===== config.mk =====
export PLATFORM = sky130hd
export DESIGN_NAME = hpo_cfg
export DESIGN_NICKNAME = d
export VERILOG_FILES = /design/src/hw/rtl/hpo_pkg.sv /design/src/hw/rtl/hpo_cfg.sv
export SDC_FILE = /design/constraint.sdc
export NUM_CORES = 1
export LEC_CHECK = 0
export ABC_AREA = 0
export BUFFER_PORTS_ARGS = -buffer_cell sky130_fd_sc_hd__buf_2
export CAP_MARGIN = 15
export CORE_AREA = 2 2 65 74
export DETAILED_ROUTE_END_ITERATION = 12
export DIE_AREA = 0 0 67 76
export HOLD_SLACK_MARGIN = 0.15
export PLACE_DENSITY = 0.9
export SYNTH_ARGS = -nofsm -noshare
export SYNTH_HDL_FRONTEND = slang
export SYNTH_SLANG_ARGS = --single-unit

===== constraint.sdc =====
create_clock -name clk -period 1.9 [get_ports clk]
set_input_delay 0.285 -clock clk [delete_from_list [all_inputs] [get_ports clk]]
set_output_delay 0.285 -clock clk [all_outputs]
set_load 0.03 [all_outputs]

===== src/hw/rtl/hpo_pkg.sv =====
package hpo_pkg;

	localparam int PHASE_BITS       = 32;
	localparam int SINE_ADDR_BITS   = 10;
	localparam int SAMPLE_FRAC_BITS = 15;

	localparam int POS_W     = 24;
	localparam int INC_W     = 31;
	localparam int TIMBRE_W  = 2;
	localparam int OUT_W     = SAMPLE_FRAC_BITS + 2;

	localparam int QTR_BITS  = SINE_ADDR_BITS - 2;
	localparam int QUARTER   = 1 << QTR_BITS;
	localparam int IDX_W     = QTR_BITS + 1;
	localparam int TAB_W     = SAMPLE_FRAC_BITS + 1;
	localparam int SINE_W    = TAB_W + 1;

	localparam int NUM_HARM    = 8;
	localparam int NUM_TIMBRE  = 1 << TIMBRE_W;
	localparam int WEIGHT_W    = 17;
	localparam int WEIGHT_FRAC = 16;
	localparam int PROD_W      = SINE_W + WEIGHT_W + 1;
	localparam int ACC_W       = PROD_W + $clog2(NUM_HARM);

	localparam int FIFO_DEPTH = 4;
	localparam int FIFO_PTR_W = $clog2(FIFO_DEPTH);
	localparam int FIFO_CNT_W = $clog2(FIFO_DEPTH + 1);

	localparam int CFG_ADDR_W = 3;
	localparam int CFG_DATA_W = 32;

	localparam logic REG_START_INC    = 1'b0;
	localparam logic REG_START_TIMBRE = 1'b1;

	localparam logic [63:0] HALF_PI_Q30 = 64'd1686629713;

	localparam logic [WEIGHT_W-1:0] MIX_WEIGHT [NUM_TIMBRE][NUM_HARM] = '{
		'{17'd65536, 17'd0,    17'd0,   17'd0, 17'd0,     17'd0,   17'd0,   17'd0},
		'{17'd65536, 17'd6554, 17'd0,   17'd0, 17'd6554,  17'd0,   17'd0,   17'd0},
		'{17'd54381, 17'd1101, 17'd937, 17'd0, 17'd0,     17'd0,   17'd0,   17'd0},
		'{17'd65536, 17'd0,    17'd0,   17'd0, 17'd13107, 17'd655, 17'd655, 17'd13107}
	};

	typedef logic [TAB_W-1:0] sine_tab_t [QUARTER+1];

	typedef struct packed {
		logic [PHASE_BITS-1:0] phase;
		logic [TIMBRE_W-1:0]   timbre;
	} hpo_item_t;

	typedef struct packed {
		logic                inc_wr;
		logic                timbre_wr;
		logic [INC_W-1:0]    inc;
		logic [TIMBRE_W-1:0] timbre;
	} hpo_cfg_t;

	function automatic sine_tab_t build_sine_tab();
		sine_tab_t   tab;
		logic [63:0] x;
		logic [63:0] x2;
		logic [63:0] t;
		logic [63:0] s;
		for (int k = 0; k <= QUARTER; k++) begin
			x  = (64'(k) * HALF_PI_Q30 + 64'(QUARTER / 2)) / QUARTER;
			x2 = (x * x) >> 30;
			s  = x;
			t  = ((x * x2) >> 30) / 6;
			s  = s - t;
			t  = ((t * x2) >> 30) / 20;
			s  = s + t;
			t  = ((t * x2) >> 30) / 42;
			s  = s - t;
			t  = ((t * x2) >> 30) / 72;
			s  = s + t;
			t  = ((t * x2) >> 30) / 110;
			s  = s - t;
			t  = ((t * x2) >> 30) / 156;
			s  = s + t;
			s  = (s + (64'd1 << (29 - SAMPLE_FRAC_BITS))) >> (30 - SAMPLE_FRAC_BITS);
			tab[k] = TAB_W'(s);
		end
		return tab;
	endfunction

	localparam sine_tab_t SINE_TAB = build_sine_tab();

endpackage


===== src/hw/rtl/hpo_cfg.sv =====
module hpo_cfg import hpo_pkg::*; (
	input  logic                  clk,
	input  logic                  arst_n,
	input  logic                  psel,
	input  logic                  penable,
	input  logic                  pwrite,
	input  logic [CFG_ADDR_W-1:0] paddr,
	input  logic [CFG_DATA_W-1:0] pwdata,
	output logic [CFG_DATA_W-1:0] prdata,
	output logic                  pready,
	output hpo_cfg_t              cfg
);

	logic [INC_W-1:0]    start_increment_q;
	logic [TIMBRE_W-1:0] start_timbre_q;
	logic                wr_en;

	assign pready = 1'b1;
	assign wr_en  = psel & penable & pwrite;

	always_ff @(posedge clk or negedge arst_n) begin
		if (!arst_n) begin
			start_increment_q <= '0;
			start_timbre_q    <= '0;
		end else if (wr_en) begin
			unique case (paddr[2])
				REG_START_INC:    start_increment_q <= pwdata[INC_W-1:0];
				REG_START_TIMBRE: start_timbre_q    <= pwdata[TIMBRE_W-1:0];
				default: ;
			endcase
		end
	end

	always_comb begin
		cfg.inc_wr    = wr_en && (paddr[2] == REG_START_INC);
		cfg.timbre_wr = wr_en && (paddr[2] == REG_START_TIMBRE);
		cfg.inc       = pwdata[INC_W-1:0];
		cfg.timbre    = pwdata[TIMBRE_W-1:0];
	end

	always_comb begin
		prdata = '0;
		if (paddr[1:0] == 2'b00) begin
			unique case (paddr[2])
				REG_START_INC:    prdata = CFG_DATA_W'(start_increment_q);
				REG_START_TIMBRE: prdata = CFG_DATA_W'(start_timbre_q);
				default: ;
			endcase
		end
	end

endmodule


; After elaboration in Yosys (flattened, before gate mapping)
; Cells that the tools add are included.
[word_totals]
n_memories = 0
out_inout_bits = 68
ramBits = 0
rom_bits = 0
register_bits = 33
latch_bits = 0
word_cells = 12
[op_classes]
shift = 0
div = 0
n_mul = 0
addsub = 0
muxes = 2
magnitude_cmp = 0
bitwise_logic = 3
n_reduce_logical = 5
eq_ne = 0
[op_table]
columns = operator, count
row1 = case mux 32 bit (2 select lines), 1
row2 = 2-to-1 mux 32 bit, 1
row3 = AND reduction 2 bit, 2
row4 = bitwise AND 1 bit, 2
row5 = logical AND 1 bit, 2
row6 = zero test 2 bit, 1
row7 = inverter 1 bit, 1

; Depth between registers and ports, before layout
; Gate-level depths: netlist of run 1.
[depth]
word_depth = 3
depth_mapped = 4

; Worst setup path after synthesis of run 1
; No wires, ideal clock.
[synth_timing]
path_type = input port to output port
startpoint = input paddr[2]
endpoint = output prdata[26]
t_arrival_ns = 1.482
path_stages = 2
required_ns = 1.615
path_slack_ns = 0.133
path_cell_list = buf_6 > nor4b_1
[synth_via]
elab_chain_len = 3
[synth_rtl]
columns = item, line
row1 = start: declaration, hpo_cfg.sv:7  ; input logic [CFG_ADDR_W-1:0] paddr,
row2 = inverter 1 bit (no source line), n/a
row3 = case mux 32 bit (2 select lines) *, hpo_cfg.sv:44  ; unique case (paddr[2])
row4 = 2-to-1 mux 32 bit *, hpo_cfg.sv:43  ; if (paddr[1:0] == 2'b00) begin
row5 = end: declaration, hpo_cfg.sv:9  ; output logic [CFG_DATA_W-1:0] prdata,
; Mark *: on every way between the ends. The rest lies on a longest branch, timed or not. The select of a mux whose other input is x is not followed.

; Worst setup path after layout of run 1
[layout_timing]
startpoint = input paddr[2]
endpoint = output prdata[20]
; The elaborated chain is that of the path after synthesis.

==> results.md, run 1 <==
* Status: complete, no violations
* Number of setup buffers added after CTS at 0
* Total of max-cap violations at 0
* Required time at the worst-slack endpoint at 1620 ps
* Number of buffers created by CTS at 5
* Die X-Extent at about 67 um
* Largest area contributor in the synthesized netlist: sky130_fd_sc_hd__dfrtp_1
* Final Hold Violating Endpoints at 0
* DRC violation count after routing at 0
* RR Startpoint: start_increment_q[5]
* WP data arrival at about 1200 ps
* Warning count from the yosys run at 0
* Core ar. at 0.00442 mm2
* Number of distinct standard cells referenced by the synthesized netlist at 16
* Area of placed instances at about 0.0022 mm2
* Actual transition at the worst max-transition pin at 718 ps
* Max transition margin at 0.521
* Share of cells above drive strength 1 at 0.673
* Mapped cell area at 0.00190 mm2
* Final instance area at roughly 0.0023 mm2
* Number of antenna violations at the first check in global routing at 0
* Total via count in the routed design at 1218
* Number of diodes added for antenna fixing at 0
* Fraction of synthesized cell area taken by the top area cell type at 0.435
* Most numerous cell types in the synthesized netlist: 35 x sky130_fd_sc_hd__buf_4, 33 x sky130_fd_sc_hd__dfrtp_1, 29 x sky130_fd_sc_hd__mux2_4
* Final wirelength at about 3500 um
* Pin count of the biggest net entering global routing at 34
* Overall die area at between 0.005 and 0.006 mm2
* Max Buffers Root-to-Sink at 2
* Mapped Nets at 187
* Final clock period utilization by the worst path at 0.771
* Endpoint kind of the worst setup timing path: output port
* Max Clk Rate at 683 MHz
* Half-perimeter wire length after placement at approximately 2700 um
* Dominant register cell in the synthesized netlist: sky130_fd_sc_hd__dfrtp_1
* Critical path fanouts, max at 17
* Hold depth at 2
* H-Tree Depth at 2
* Number of sinks on the clock net at 33
* Count of hold-fix buffers inserted at cts at 1
* Port Buffers at 104
* Unrepaired setup endpoints after global routing: false
* Via count of the first global-routing pass at 1199
* Total iterations of the first detailed-routing run at 4
* CP Class: input port to output port
* Global routing usage summed across all routing layers at 0.149
* Clock-pin slew reported for the worst setup and hold paths after clock tree synthesis at 70 ps
* HP Class: input port to register
* EDFF count, synth at 0
* Cell Rows at 26
* Worst Clk Skew at 0 ps
* Hold Crit Start: pwdata[14]
* Global-route wire length before repair at 5760 um
* Number of cells on the worst reg-to-reg path at 1
* First element of the critical path: paddr[2]
* Top cells by area in the synthesized netlist: sky130_fd_sc_hd__dfrtp_1 44%, sky130_fd_sc_hd__mux2_4 23%, sky130_fd_sc_hd__buf_4 14%
* Synthesis-to-finish area growth at 21.6%
* WL/cell at between 10 and 15 um
* Leak Pwr at 1.36 nW
* Total setup violations reported at the end of the flow at 0
* Buffer type at the clock tree root: sky130_fd_sc_hd__clkbuf_8
* Final layout net count at 262
* Worst R2R End: start_increment_q[5]
* Setup TNS at 0 ps
* Clock latency on the worst-skew pair at approximately 280 ps
* Sequential share of the synthesized area at 0.435
* Number of gates resized after cts at 0
* Leftover overflow at the end of global routing at 0
* Post-Synthesis Mean Instance Area at 12.9 um2
* Most repeated cell in the gate-level netlist after synthesis: sky130_fd_sc_hd__buf_4
* Post-synthesis cell count at 147
* Worst min-delay path endpoint: start_increment_q[14]
* Register-to-register setup slack at 1130 ps
* Global placer's final weighted congestion at 0.678
* Final Slew Violations at 0
* Tmin final at 1470 ps
* Iteration-0 DRC Markers at 43
* Setup crit start kind: input port
* Largest vdd supply drop at 0.000401 V
* Die H at 76 um
* Number of ports placed on the die boundary at 108
* Final core area utilization at 0.521
* Initial core utilization at 0.429
* Clock tree from TritonCTS: yes
* Via density at 4.37
* Areal power density over the cells at 867 mW/mm2
* Async SR Flop Fraction at 1.00
* Flip-flop and latch count after synthesis at 33
* Antenna-violating nets left at 0
[metrics by stage]
stage / hold slack, ps / std cells / setup slack (ps) / total power [mW]
global route: 230 / 279 / 301 / 2.12
global placement: 371 / 270 / 318 / 1.50
CTS: 235 / 279 / 413 / 2.03
floorplan: -10.6 / 147 / 133 / 1.39
detailed placement: 386 / 270 / 269 / 1.52
finish: 247 / 279 / 435 / 2.00
[sequential cells by signal (all words and copies together) (netlist names)]
| name | count |
|---|---|
| start_increment_q | 31 |
| start_timbre_q | 2 |
[worst max path at each step]
| stage | end | slack [ps] | cells after the start |
|---|---|---|---|
| floorplan | prdata[26] | 130 | 2 |
| global placement | start_increment_q[9] | 320 | 4 |
| detailed placement | start_increment_q[5] | 270 | 4 |
| CTS | prdata[24] | 410 | 5 |
| global route | prdata[13] | 300 | 5 |
| finish | prdata[20] | 430 | 5 |
[placed cells by master, fill, tap and decap left out]
| master | count |
|---|---|
| sky130_fd_sc_hd__and2_1 | 28 |
| sky130_fd_sc_hd__buf_12 | 1 |
| sky130_fd_sc_hd__buf_2 | 104 |
| sky130_fd_sc_hd__buf_4 | 3 |
| sky130_fd_sc_hd__clkbuf_1 | 1 |
| sky130_fd_sc_hd__clkbuf_8 | 5 |
| sky130_fd_sc_hd__clkinv_2 | 2 |
| sky130_fd_sc_hd__conb_1 | 2 |
| sky130_fd_sc_hd__dfrtp_1 | 33 |
| sky130_fd_sc_hd__dlygate4sd3_1 | 1 |
| sky130_fd_sc_hd__inv_1 | 2 |
| sky130_fd_sc_hd__mux2_2 | 4 |
| sky130_fd_sc_hd__mux2_4 | 29 |
| sky130_fd_sc_hd__mux2i_1 | 2 |
| sky130_fd_sc_hd__nand4_1 | 1 |
| sky130_fd_sc_hd__nand4b_4 | 1 |
| sky130_fd_sc_hd__nor3_1 | 2 |
| sky130_fd_sc_hd__nor3_4 | 1 |
| sky130_fd_sc_hd__nor4b_1 | 1 |
[cells by family (layout without fill, tap and decap cells)]
logic type    after synthesis  after routing  share of synthesized area
flops                      33             33                      0.435
other cells                 2              2                    0.00396
simple gates               34             34                      0.127
mux                        35             35                      0.264
buf+inv                    43            119                      0.171
[area by class of cell]
type / count / area (um2)
fill: 400 / 2120
sequential: 33 / 826
multi-input combinational: 71 / 748
timing repair buffer: 109 / 573
clock buffer: 6 / 72.6
tap: 56 / 70.1
clock inverter: 2 / 10.0
inverter: 2 / 7.51
[power by group]
group	internal [mW]	leakage [nW]	total [mW]	switching (mW)
Combinational	0.296	0.922	0.571	0.275
Clock	0.253	0.0450	0.496	0.243
Sequential	0.858	0.396	0.932	0.0746
[metal layers]
layer | part of all wire | up-vias | GRT usage | routed length [um]
met3 | 0.065 | 9 | 0.0384 | 231
met5 | 0 | - | 0 | 0
met2 | 0.52 | 57 | 0.255 | 1820
met1 | 0.39 | 562 | 0.165 | 1380
li1 | - | 590 | - | -
met4 | 0.025 | 0 | 0.0776 | 88
[worst max-delay path, cell delays in order]
cell,delay (ps)
sky130_fd_sc_hd__buf_2,150
sky130_fd_sc_hd__nor3_4,200
sky130_fd_sc_hd__buf_4,210
sky130_fd_sc_hd__and2_1,140
sky130_fd_sc_hd__buf_2,190
No activity file was read; power rests on OpenSTA's default activity.
==> run 2: changes to the inputs <==
Settings changed: CORE_AREA 2 2 65 74 to 2 2 69 78, DIE_AREA 0 0 67 76 to 0 0 71 80, PLACE_DENSITY 0.9 to 0.86.
Clock period 1.9 ns to 1.2 ns, I/O delays scaled along.
==> results.md, run 2 (same netlist as run 1, synthesis figures left out) <==
* Power after layout at 3.45 mW (+72%)
* Clock-pin slew reported for the worst setup and hold paths after clock tree synthesis at 60 ps (about the same)
* Failing checks: setup timing
* Core ar. at 0.00490 mm2 (+11%)
* Status: finished with violations
* Port Buffers at 104 (unchanged)
* Number of ports placed on the die boundary at 108 (unchanged)
* Via count of the first global-routing pass at 1506 (+26%)
* Leftover overflow at the end of global routing at 0 (unchanged)
* Global-route wire length before repair at 7310 um (+27%)
* Required time at the worst-slack endpoint at 1020 ps (-600 ps)
* Register-to-register setup slack at 310 ps (-820 ps)
* Total via count in the routed design at 1417 (+16%)
* Max Buffers Root-to-Sink at 2 (unchanged)
* DRC violation count after routing at 0 (unchanged)
* Cell Rows at 27 (+3.8%)
* Global routing usage summed across all routing layers at 0.168 (+0.0190)
* Unrepaired setup endpoints after global routing: true
* Number of flip-flops under the largest register name at 31 (unchanged)
* Final core area utilization at 0.613 (+0.0918)
* Final wirelength at 4810 um (+36%)
* Register with the highest flop count: start_increment_q
* Number of antenna violations at the first check in global routing at 0 (unchanged)
* Total setup violations reported at the end of the flow at 7 (+7)
* Iteration-0 DRC Markers at 25 (-42%)
* Synthesis-to-finish area growth at 58.3%
* Setup TNS at -168 ps (-168 ps)
* Worst Clk Skew at 0 ps (unchanged)
* Pin count of the biggest net entering global routing at 34 (unchanged)
* Overall die area at 0.00568 mm2 (+12%)
* Die X-Extent at 71 um (+6.0%)
* Max Clk Rate at between 700 and 800 MHz
* Via density at 4.53 (+3.7%)
* WP data arrival at 1090 ps (-90 ps)
* Global placer's final weighted congestion at 0.702 (+3.5%)
* Final hold slack at 158 ps (-89.1 ps)
* Final Hold Violating Endpoints at 0 (unchanged)
* Clock tree from TritonCTS: yes
* Die H at 80 um (+5.3%)
* Total of max-cap violations at 0 (unchanged)
* Endpoint kind of the worst setup timing path: output port
* Setup WS post-layout at -72.2 ps (-507 ps)
* Filler cells at 387 (-3.3%)
* Number of diodes added for antenna fixing at 0 (unchanged)
* H-Tree Depth at 2 (unchanged)
* Leak Pwr at 1.60 nW (+18%)
* Number of buffers created by CTS at 5 (unchanged)
* Critical path fanouts, max at 2 (-15)
* Most common cell after layout, fill and taps aside: sky130_fd_sc_hd__buf_2
* Most frequent cells in the layout: 52 x sky130_fd_sc_hd__buf_2, 45 x sky130_fd_sc_hd__buf_6, 33 x sky130_fd_sc_hd__dfrtp_1
* Initial core utilization at 0.387 (-0.0415)
* Setup crit start kind: register
* Tmin final at 1270 ps
* Total iterations of the first detailed-routing run at 4 (unchanged)
* Clock latency on the worst-skew pair at 270 ps (about the same)
* Buffer type at the clock tree root: sky130_fd_sc_hd__clkbuf_8
* Share of cells above drive strength 1 at 0.733 (+0.0607)
* CP Class: register to output port
* Multi-input combinational cell area at 813 um2 (+8.7%)
* Hold depth at 2 (unchanged)
* WL/cell at 15.4 um (+22%)
* Number of sinks on the clock net at 33 (unchanged)
* Final layout net count at 294 (+12%)
* Largest vdd supply drop at 0.000445 V (+11%)
* Antenna-violating nets left at 0 (unchanged)
* Largest regs: start_increment_q x31, start_timbre_q x2
* Areal power density over the cells at 1150 mW/mm2 (+32%)
* Number of cells on the worst reg-to-reg path at 2 (+1)
* Sequential Area at 826 um2 (unchanged)
* Final clock period utilization by the worst path at 1.06
* Final Slew Violations at 0 (unchanged)
* HP Class: input port to register
[run 2: changes by cell type in the layout (fill, tap and decap cells not counted), moves of 2 or more]
cell / change
sky130_fd_sc_hd__and2_1: -24
sky130_fd_sc_hd__buf_2: -52
sky130_fd_sc_hd__nor3_2: +2
sky130_fd_sc_hd__dlygate4sd3_1: +23
sky130_fd_sc_hd__buf_12: +2
sky130_fd_sc_hd__and2_2: +16
sky130_fd_sc_hd__buf_6: +45
sky130_fd_sc_hd__nor3_1: -2
sky130_fd_sc_hd__buf_4: +13
sky130_fd_sc_hd__and2_4: +8
[run 2: worst paths after layout]
kind | endpoint | startpoint
worst max-delay path | prdata[0] | start_timbre_q[0]
worst min-delay path | start_increment_q[14] | pwdata[14]
worst max register to register | start_timbre_q[1] | start_timbre_q[1]
worst min register to register | start_increment_q[20] | start_increment_q[20]
max in group asynchronous | start_increment_q[1] | arst_n
min in group asynchronous | start_increment_q[17] | arst_n
[run 2: final cells by class]
class / count / share of cell area
timing repair buffer: 141 / 0.400
inverter: 2 / 0.00250
multi-input combinational: 71 / 0.271
clock inverter: 2 / 0.00333
clock buffer: 6 / 0.0242
tap: 58 / 0.0242
sequential: 33 / 0.275
[run 2: metal layers]
metal	wire length, um	global-route usage	part of all wire
met5	0	0	0
met2	2820	0.316	0.59
met4	147	0.0849	0.031
met3	238	0.0379	0.049
met1	1610	0.174	0.33
[run 2: critical path: stages (launching register included)]
cell and delay, ps:
sky130_fd_sc_hd__dfrtp_1 380, sky130_fd_sc_hd__mux2i_1 210, sky130_fd_sc_hd__nor3_2 60, sky130_fd_sc_hd__buf_4 170
[run 2: power breakdown]
group | internal, mW | switching, mW
Combinational | 0.675 | 0.503
Sequential | 1.36 | 0.131
Clock | 0.401 | 0.380
Total | 2.44 | 1.01
[run 2: per-stage QoR]
step	area (um2)	worst slack, ps	std cells
global route	3000	-126	313
floorplan	1940	32.8	147
finish	3000	-72.2	313
global placement	2320	-48.8	277
detailed placement	2320	-82.9	277
CTS	2860	-56.9	313
[run 2: repair_timing]
action                                 4_1_cts  5_1_grt
buffers inserted                             3        3
gates cloned                                 1        0
resized for setup                           59       70
endpoints found under the hold margin       56        0
pin swaps                                    5        1
hold buffers                                24        0
setup endpoints to repair                   31       47
