`src/hw/rtl/hpo_pkg.sv`:
```
package hpo_pkg;

	localparam int PHASE_BITS       = 32;
	localparam int SINE_ADDR_BITS   = 10;
	localparam int SAMPLE_FRAC_BITS = 15;

	localparam int POS_W     = 24;
	localparam int INC_W     = 31;
	localparam int TIMBRE_W  = 2;
	localparam int OUT_W     = SAMPLE_FRAC_BITS + 2;

	localparam int QTR_BITS  = SINE_ADDR_BITS - 2;
	localparam int QUARTER   = 1 << QTR_BITS;
	localparam int IDX_W     = QTR_BITS + 1;
	localparam int TAB_W     = SAMPLE_FRAC_BITS + 1;
	localparam int SINE_W    = TAB_W + 1;

	localparam int NUM_HARM    = 8;
	localparam int NUM_TIMBRE  = 1 << TIMBRE_W;
	localparam int WEIGHT_W    = 17;
	localparam int WEIGHT_FRAC = 16;
	localparam int PROD_W      = SINE_W + WEIGHT_W + 1;
	localparam int ACC_W       = PROD_W + $clog2(NUM_HARM);

	localparam int FIFO_DEPTH = 4;
	localparam int FIFO_PTR_W = $clog2(FIFO_DEPTH);
	localparam int FIFO_CNT_W = $clog2(FIFO_DEPTH + 1);

	localparam int CFG_ADDR_W = 3;
	localparam int CFG_DATA_W = 32;

	localparam logic REG_START_INC    = 1'b0;
	localparam logic REG_START_TIMBRE = 1'b1;

	localparam logic [63:0] HALF_PI_Q30 = 64'd1686629713;

	localparam logic [WEIGHT_W-1:0] MIX_WEIGHT [NUM_TIMBRE][NUM_HARM] = '{
		'{17'd65536, 17'd0,    17'd0,   17'd0, 17'd0,     17'd0,   17'd0,   17'd0},
		'{17'd65536, 17'd6554, 17'd0,   17'd0, 17'd6554,  17'd0,   17'd0,   17'd0},
		'{17'd54381, 17'd1101, 17'd937, 17'd0, 17'd0,     17'd0,   17'd0,   17'd0},
		'{17'd65536, 17'd0,    17'd0,   17'd0, 17'd13107, 17'd655, 17'd655, 17'd13107}
	};

	typedef logic [TAB_W-1:0] sine_tab_t [QUARTER+1];

	typedef struct packed {
		logic [PHASE_BITS-1:0] phase;
		logic [TIMBRE_W-1:0]   timbre;
	} hpo_item_t;

	typedef struct packed {
		logic                inc_wr;
		logic                timbre_wr;
		logic [INC_W-1:0]    inc;
		logic [TIMBRE_W-1:0] timbre;
	} hpo_cfg_t;

	function automatic sine_tab_t build_sine_tab();
		sine_tab_t   tab;
		logic [63:0] x;
		logic [63:0] x2;
		logic [63:0] t;
		logic [63:0] s;
		for (int k = 0; k <= QUARTER; k++) begin
			x  = (64'(k) * HALF_PI_Q30 + 64'(QUARTER / 2)) / QUARTER;
			x2 = (x * x) >> 30;
			s  = x;
			t  = ((x * x2) >> 30) / 6;
			s  = s - t;
			t  = ((t * x2) >> 30) / 20;
			s  = s + t;
			t  = ((t * x2) >> 30) / 42;
			s  = s - t;
			t  = ((t * x2) >> 30) / 72;
			s  = s + t;
			t  = ((t * x2) >> 30) / 110;
			s  = s - t;
			t  = ((t * x2) >> 30) / 156;
			s  = s + t;
			s  = (s + (64'd1 << (29 - SAMPLE_FRAC_BITS))) >> (30 - SAMPLE_FRAC_BITS);
			tab[k] = TAB_W'(s);
		end
		return tab;
	endfunction

	localparam sine_tab_t SINE_TAB = build_sine_tab();

endpackage

```
`src/hw/rtl/hpo_fifo.sv`:
```
module hpo_fifo import hpo_pkg::*; (
	input  logic      clk,
	input  logic      arst_n,
	input  logic      push,
	input  hpo_item_t push_item,
	output logic      full,
	input  logic      pop,
	output logic      empty,
	output hpo_item_t head
);

	hpo_item_t             mem_q [FIFO_DEPTH];
	logic [FIFO_PTR_W-1:0] wr_ptr_q;
	logic [FIFO_PTR_W-1:0] rd_ptr_q;
	logic [FIFO_CNT_W-1:0] count_q;
	logic                  do_push;
	logic                  do_pop;

	assign full    = (count_q == FIFO_CNT_W'(FIFO_DEPTH));
	assign empty   = (count_q == '0);
	assign head    = mem_q[rd_ptr_q];
	assign do_push = push & ~full;
	assign do_pop  = pop & ~empty;

	always_ff @(posedge clk) begin
		if (do_push)
			mem_q[wr_ptr_q] <= push_item;
	end

	always_ff @(posedge clk or negedge arst_n) begin
		if (!arst_n) begin
			wr_ptr_q <= '0;
			rd_ptr_q <= '0;
			count_q  <= '0;
		end else begin
			if (do_push)
				wr_ptr_q <= wr_ptr_q + 1'b1;
			if (do_pop)
				rd_ptr_q <= rd_ptr_q + 1'b1;
			if (do_push && !do_pop)
				count_q <= count_q + 1'b1;
			else if (do_pop && !do_push)
				count_q <= count_q - 1'b1;
		end
	end

	a_count_bound: assert property (@(posedge clk) disable iff (!arst_n)
		count_q <= FIFO_CNT_W'(FIFO_DEPTH))
		else $error("queue count beyond depth");

	a_count_track: assert property (@(posedge clk) disable iff (!arst_n)
		(do_push && !do_pop) |=> (count_q == $past(count_q) + 1'b1))
		else $error("queue count missed a push");

	a_ptr_gap: assert property (@(posedge clk) disable iff (!arst_n)
		(count_q != FIFO_CNT_W'(FIFO_DEPTH)) |->
		(FIFO_PTR_W'(count_q) == FIFO_PTR_W'(wr_ptr_q - rd_ptr_q)))
		else $error("queue pointers disagree with count");

endmodule

```
`config.mk`:
```
export PLATFORM = sky130hd
export DESIGN_NAME = hpo_fifo
export DESIGN_NICKNAME = d
export VERILOG_FILES = /design/src/hw/rtl/hpo_pkg.sv /design/src/hw/rtl/hpo_fifo.sv
export SDC_FILE = /design/constraint.sdc
export NUM_CORES = 1
export LEC_CHECK = 0
export ABC_AREA = 0
export BUFFER_PORTS_ARGS = -buffer_cell sky130_fd_sc_hd__buf_4
export CELL_PAD_IN_SITES_DETAIL_PLACEMENT = 1
export CELL_PAD_IN_SITES_GLOBAL_PLACEMENT = 1
export CORE_MARGIN = 4
export CORE_UTILIZATION = 35
export CTS_BUF_LIST = sky130_fd_sc_hd__clkbuf_4 sky130_fd_sc_hd__clkbuf_8 sky130_fd_sc_hd__clkbuf_16
export DETAILED_ROUTE_END_ITERATION = 8
export PLACE_DENSITY = 0.61
export SLEW_MARGIN = 0
export SYNTH_ARGS = -nofsm -noshare
export SYNTH_HDL_FRONTEND = slang
export SYNTH_SLANG_ARGS = --single-unit
```
`constraint.sdc`:
```
create_clock -name clk -period 2 [get_ports clk]
set_input_delay 0.2 -clock clk [delete_from_list [all_inputs] [get_ports clk]]
set_output_delay 0.2 -clock clk [all_outputs]
set_load 0.005 [all_outputs]
```
Word level (Yosys, flattened, before mapping). Memory sizes are Yosys's and may differ from the RTL's. Index checks and enable logic that the tools add are counted.

Register bits after elaboration: 7. Memory bits (writable): 136. Input port bits: 38. Output and inout bits: 36. Logic and storage cells: 23. Memories: 1.

Add/subtract/negate cells: 4. Equality and inequality tests: 1. Mux-type cells: 4. Bitwise operators: 4. Reduce and logical (&&, ||, !) cells: 6.

Memories: mem_q (words 4, bits a word 34, read ports 1, clocked after Yosys merged registers in 0, wr ports 1, RTL line hpo_fifo.sv:12) `hpo_item_t mem_q [FIFO_DEPTH];`.

Operator list (count): 3-bit 2-to-1 mux (2); 2-bit by 1-bit adder with 2-bit output, second input constant (2); 3-bit by 1-bit adder with 3-bit output, second input constant (1); 3-bit == test, second input constant (1); 3-bit logical NOT (1); 3-bit by 1-bit subtractor with 3-bit output, second input constant (1); 1-bit bitwise AND (2); 1-bit logical AND (2); 1-bit logical NOT (2); 1-bit 2-to-1 mux (2); 1-bit NOT (2); 2-bit nonzero test (1).

Logic depth before layout (Yosys ltp). Gate-level depths: netlist of the first run.

Depth after elaboration: 7. Gate-level depth with buffers: 9.

Worst setup path after synthesis of the first run. Ideal clock, no wire load.

Kind: reg2reg. From: register count_q[2]. To: memory mem_q[2][0] in the netlist's numbering (enable). Arrival time: 1.652 ns. Data required time: 1.606 ns. Path slack: -0.046 ns. Stages on the path, launching flop included: 5. Buffers on the path: 1. Period minus slack after synthesis: 2.046 ns. Path through: dfrtp_1 nor3b_2 nor2b_1 buf_6 and2_1.

Longest elaborated chain between the ends: 5.

RTL lines: start: declaration (RTL line hpo_fifo.sv:15) `logic [FIFO_CNT_W-1:0] count_q;`; start signal: assignment (RTL line hpo_fifo.sv:41) `count_q <= count_q + 1'b1;`; start signal: assignment (RTL line hpo_fifo.sv:43) `count_q <= count_q - 1'b1;`; 3-bit == test (RTL line hpo_fifo.sv:19) `assign full = (count_q == FIFO_CNT_W'(FIFO_DEPTH));`; net full (RTL line hpo_fifo.sv:6) `output logic full,`; 1-bit NOT (RTL line hpo_fifo.sv:22) `assign do_push = push & ~full;`; 1-bit bitwise AND (RTL line hpo_fifo.sv:22); net do_push (RTL line hpo_fifo.sv:16) `logic do_push;`; 1-bit 2-to-1 mux (RTL line hpo_fifo.sv:26) `if (do_push)`; 1-bit 2-to-1 mux (implied by the code) (RTL line hpo_fifo.sv:27) `mem_q[wr_ptr_q] <= push_item;`; end: declaration (RTL line hpo_fifo.sv:12).

The timed path passes the listed nets, and every way through them passes these cells.

==> flow_summary.ini, run 1 <==
[global_routing]
grt_max_degree = 24
grt_use_total = 0.131
antenna_found_initial = 0
grt_pass1_wl_um = 17200
grt_pass1_vias = 3077
overflow = 0

[critical_path]
crit_path_end_kind = primary output
crit_type = flip-flop to primary output
arrival_ns = 1.76
required_ns = 1.80
critPathMaxFanout = 7
cp-start-kind = flip-flop

[die]
start_util = 0.356
ios = 74
die-area_sq_um = 17400
die_w_um = 132
fp.dieH_um = 132
core_area_sq_um = 15100
num_rows = 45

[finish]
final_common_cell = edfxtp_1
drive_above_1_share = 0.478
n_antenna_cell = 0
areaGrowthSynthToFinish_pct = 37.9
finalNetCount = 401
final_cells = 558
layout_common_cells = edfxtp_1 (136), buf_4 (70), dlygate4sd3_1 (35)

[clock_tree]
numCtsBuffers = 17
htreeDepth = 4
root_buffer = clkbuf_16
cts.clk_slew.worst_paths_ns = 0.06
clk-insertion-delay-late_ns = 0.42
clkSinkCount = 143
cts_tree = yes
cts_buffer_depth = 2

[placement]
place_inst = 483
io_buffers = 73
hpwl_um = 6450
gp_congestion = 0.740

[timing]
fmax_mhz = 511
setup_tns_ns = 0
rsz0062_at_grt = true
worst_slew_pin_slew_ns = 0.364
fin_skew_ns = 0.0105
finalSetupViolCount = 0
period_needed_ns = 1.96
maxSlewHeadroom = 0.757
finalHoldViolations = 0
fin_crit_sh = 0.978
drv_slew = 0

[drt]
via_per_inst = 4.72
drt-total-wl_um = 10700
drc = 0
route.vias.total = 2634
drtIter0Drc = 110
ant_nets = 0
wl_per_cell_um = 19.1
dr.pass1.iters = 4

[logic_synthesis]
synth_nets = 258
synth_top_area_frac = 0.758
synth.yosys.seq_area_share = 0.790
synthTopCellsByArea = edfxtp_1 (76%), mux4_2 (12%), dfrtp_1 (3.3%)
mappedNetlistArea_sq_um = 5390
synth_warnings = 0
syn_avg_cell_area_sq_um = 25.2
syn_inst = 214
synth_cell_types = 21
ys_seq_elements = 143
yosysTopAreaCell = edfxtp_1

[worst_hold_path]
hold_class = input port to flip-flop

[power_and_ir_drop]
p_total_mw = 11.3
power.density_nw_per_um2 = 1510
irDropWorstVdd_mv = 0.731
p_leak_nw = 2.66

[flow_run]
maxCapViolCount = 0

[status]
status = completed
timing repair:
item / in CTS / in global routing
endpoints found under the hold margin: 143 / 0
hold buffers: 35 / 0
setup buffers: 7 / 0
gates resized for setup: 18 / 22
gates cloned: 2 / 0
endpoints found under the setup margin: 32 / 31
pin swaps: 2 / 3
final timing paths:
kind	from	endpoint	slack, ns	depth (start not counted)
worst max-delay path	rd_ptr_q[0]$_DFFE_PN0P_	head[5]	0.04	4
worst min-delay path	pop	rd_ptr_q[1]$_DFFE_PN0P_	0.10	3
worst max register to register	count_q[0]$_DFFE_PN0P_	count_q[1]$_DFFE_PN0P_	0.08	7
worst min register to register	count_q[2]$_DFFE_PN0P_	count_q[2]$_DFFE_PN0P_	0.51	1
max in group asynchronous	arst_n	rd_ptr_q[1]$_DFFE_PN0P_	1.73	2
min in group asynchronous	arst_n	count_q[1]$_DFFE_PN0P_	0.13	2
state kept, by name (all words and copies together) (netlist names):
register / count
mem_q: 136
wr_ptr_q: 2
rd_ptr_q: 2
count_q: 3
through the flow:
stage,util,area (sq um),hold WS [ns],setup WS (ns)
6_report,0.491,7430,0.103,0.0440
5_1_grt,0.491,7430,0.0996,-0.0345
4_1_cts,0.487,7370,0.0713,-0.0635
3_5_place_dp,0.411,6230,0.0218,-0.0552
3_3_place_gp,0.411,6230,0.0209,0.0448
2_1_floorplan,-,5390,-0.0956,0.0230
critical path, stage by stage (launching register included):
cell and delay [ns]:
dfrtp_2 0.38, buf_12 0.14, buf_12 0.14, mux4_2 0.54, buf_6 0.14
synthesized netlist by cell type:
cell type and instances:
dfrtp_1 7, mux4_2 28, or3_1 1, mux2_4 1, nand3_1 1, buf_12 3
and2_1 4, buf_2 4, mux2_2 1, nor2_1 1, mux4_1 6, nand2_1 1
nor2b_1 1, ha_1 5, inv_1 4, xnor2_1 4, buf_6 2, xor2_1 2
edfxtp_1 136, nor3b_2 1, fa_1 1
final cells by class:
| class | count | area [sq um] |
|---|---|---|
| Sequential cell | 143 | 4260 |
| Multi-Input combinational cell | 58 | 1030 |
| Inverter | 4 | 15.0 |
| Timing Repair Buffer | 133 | 1250 |
| Clock buffer | 17 | 425 |
| Tap cell | 188 | 235 |
| Clock inverter | 15 | 218 |
| Fill cell | 1343 | 7710 |
kinds of logic (layout without fill, tap and decap cells):
group         Yosys count  after routing  share of synthesized area
buf+inv                13            169                     0.0218
fa+ha+maj               6              6                     0.0153
xor+xnor                6              6                    0.00975
simple gates           10             10                     0.0116
mux                    36             36                      0.151
flops                 143            143                      0.790
metal layers:
| metal | wire, um | share of wire | vias to the layer above | global-route usage |
|---|---|---|---|---|
| li1 | - | - | 1179 | - |
| met1 | 4580 | 0.43 | 1388 | 0.163 |
| met2 | 5540 | 0.52 | 57 | 0.215 |
| met3 | 454 | 0.042 | 10 | 0.0439 |
| met4 | 116 | 0.011 | 0 | 0.0473 |
| met5 | 0 | 0 | - | 0 |
where the power goes:
part	switching (mW)	leakage (nW)	internal [mW]	total [mW]
clock	1.19	0.307	2.21	3.40
combinational	1.57	1.03	2.15	3.72
sequential	0.160	1.33	3.98	4.14
total	2.92	2.66	8.33	11.3
No activity file was read; power rests on OpenSTA's default activity.
==> run 2: changes to the inputs <==
--- a/config.mk
+++ b/config.mk
@@ -13,7 +13,7 @@
 export CORE_UTILIZATION = 35
 export CTS_BUF_LIST = sky130_fd_sc_hd__clkbuf_4 sky130_fd_sc_hd__clkbuf_8 sky130_fd_sc_hd__clkbuf_16
 export DETAILED_ROUTE_END_ITERATION = 8
-export PLACE_DENSITY = 0.61
+export PLACE_DENSITY = 0.59
 export SLEW_MARGIN = 0
 export SYNTH_ARGS = -nofsm -noshare
 export SYNTH_HDL_FRONTEND = slang
==> constraint.sdc (replaced) <==
create_clock -name clk -period 1.88 [get_ports clk]
set_input_delay 0.188 -clock clk [delete_from_list [all_inputs] [get_ports clk]]
set_output_delay 0.188 -clock clk [all_outputs]
set_load 0.005 [all_outputs]
==> run 2 against run 1 <==
Compared with the run above: cell count up 0.36%; setup slack lost 0.13 ns; wire length decreased by 0.48%; the flow now finishes with violations (setup timing).
==> flow_summary.ini, run 2 (synthesized netlist as in run 1, its figures left out) <==
[status]
violations = setup timing
status = finished, violations left

[drt]
drt-total-wl_um = 10600
via_per_inst = 4.66
ant_nets = 0
dr.pass1.iters = 6
drc = 0
route.vias.total = 2612
drtIter0Drc = 152
wl_per_cell_um = 19.0

[timing]
setup_slack_ns = -0.0871
period_needed_ns = 1.97
finalSetupViolCount = 28
fmax_mhz = 508
drv_slew = 0
fin_skew_ns = 0.00572
finalHoldViolations = 0
rsz0062_at_grt = true
worst_slew_pin_slew_ns = 0.234
fin_crit_sh = 1.05
setup_tns_ns = -1.41
maxSlewHeadroom = 0.844

[placement]
hpwl_um = 6270
place_inst = 483
gp_congestion = 0.687
io_buffers = 73

[die]
core_area_sq_um = 15100
ios = 74
fp.dieH_um = 132
start_util = 0.356
num_rows = 45
die-area_sq_um = 17400
die_w_um = 132

[clock_tree]
clkSinkCount = 143
clk-insertion-delay-late_ns = 0.41
cts_tree = yes
numCtsBuffers = 17
cts_buffer_depth = 2
cts.clk_slew.worst_paths_ns = 0.06
root_buffer = clkbuf_16
htreeDepth = 4

[global_routing]
grt_max_degree = 35
grt_use_total = 0.131
overflow = 0
grt_pass1_vias = 3020
antenna_found_initial = 1
grt_pass1_wl_um = 17000

[finish]
areaGrowthSynthToFinish_pct = 40.5
top_register = mem_q
largest_reg_flops = 136
reg.largest.list = mem_q x136, count_q x3
final_cells = 560
multi_input_area_sq_um = 1030
fillers = 1340
seq_area_sq_um = 4260
drive_above_1_share = 0.485
layout_common_cells = edfxtp_1 (136), buf_4 (50), buf_6 (38)
finalNetCount = 402
final_common_cell = edfxtp_1

[power_and_ir_drop]
seqPwrFrac = 0.364
p_sw_mw = 3.05
clkPwrFrac = 0.286
p_int_mw = 9.11
p_comb_frac = 0.350
p_leak_nw = 2.72
irDropWorstVdd_mv = 0.658
switching_share = 0.251
power.density_nw_per_um2 = 1610

[critical_path]
crit_path_end_kind = primary output
required_ns = 1.69
cpMostUsedCell = buf_6
worstPathCellList = buf_6, buf_12, mux4_2, buf_6
crit_type = flip-flop to primary output
cpMaxStageDelayCell = mux4_2
critPathMaxFanout = 7
cp-start-kind = flip-flop
cp_top_family = multiplexers
cp_num_buf_inv = 3
cpPeakStageDelay_ns = 0.54
arrival_ns = 1.78

[worst_hold_path]
hold_class = input port to flip-flop

[flow_run]
maxCapViolCount = 0
## run 2: changes by cell type in the layout (fill, tap and decap cells not counted), sizes merged
cell,previous run,this run
clkinvlp,3,0
diode,0,1
inv,5,4
clkinv,6,3
clkbuf,17,26
buf,98,99
bufinv,5,3
## run 2: worst paths after layout
| check | start | endpoint | slack (ns) | depth (start not counted) |
|---|---|---|---|---|
| max reg2reg | count_q[1]$_DFFE_PN0P_ | count_q[2]$_DFFE_PN0P_ | 0.04 | 8 |
| max | rd_ptr_q[0]$_DFFE_PN0P_ | head[11] | -0.09 | 4 |
| max in group asynchronous | arst_n | rd_ptr_q[0]$_DFFE_PN0P_ | 1.62 | 2 |
| min reg2reg | wr_ptr_q[1]$_DFFE_PN0P_ | wr_ptr_q[1]$_DFFE_PN0P_ | 0.58 | 1 |
| min in group asynchronous | arst_n | count_q[2]$_DFFE_PN0P_ | 0.12 | 2 |
| min | pop | rd_ptr_q[1]$_DFFE_PN0P_ | 0.09 | 3 |
## run 2: cell type report
cell class | instances | share of cell area
inverters | 4 | 0.00198
flip-flops and latches | 143 | 0.563
clock buffers | 26 | 0.0692
multi-input cells | 58 | 0.136
well taps | 188 | 0.0311
clock inverters | 6 | 0.0139
diodes | 1 | 0.000331
repair buffers | 134 | 0.184
## run 2: power by group through the flow
stage                     registers (mW)  logic [mW]  clock network (mW)
final                               4.42        4.26                3.47
after global routing                4.48        4.63                3.71
after CTS                           4.42        4.45                3.56
after detailed placement            4.48        3.52                   0
after global placement              4.44        3.49                   0
after floorplan                     4.41        1.95                   0
## run 2: worst reg2reg max path, delay by kind of cell, from the launching register on
family	cells	cell delay, ns
buffers and inverters	1	0.03
xor gates and xnor gates	2	0.29
DFF	1	0.39
adders and majority gates	2	0.46
and+or+nand+nor	3	0.60
## run 2: layer usage
layer  GRT usage  wire length (um)  vias up
met2       0.217              5520       55
met3      0.0489               561       14
met5           0                 0        -
li1            -                 -     1191
met4      0.0543               172        0
met1       0.155              4380     1352
## run 2: repair_timing
| item | in CTS | in global routing |
|---|---|---|
| gates resized for setup | 49 | 3 |
| endpoints found under the hold margin | 143 | 0 |
| pin swaps | 2 | 1 |
| cloned | 4 | 0 |
| endpoints found under the setup margin | 35 | 36 |
| hold buffers | 35 | 0 |
| setup buffers | 7 | 1 |
## run 2: stage by stage
stage               setup WS, ns  utilization  power, mW  area (sq um)  hold WS (ns)
floorplan                0.00573            -       6.36          5420        -0.108
global placement        -0.00349        0.418       7.94          6330        0.0101
detailed placement       -0.0347        0.418       8.01          6330       0.00996
CTS                       -0.113        0.500       12.4          7580        0.0739
global route              -0.169        0.500       12.8          7570        0.0804
finish                   -0.0871        0.500       12.2          7570        0.0868
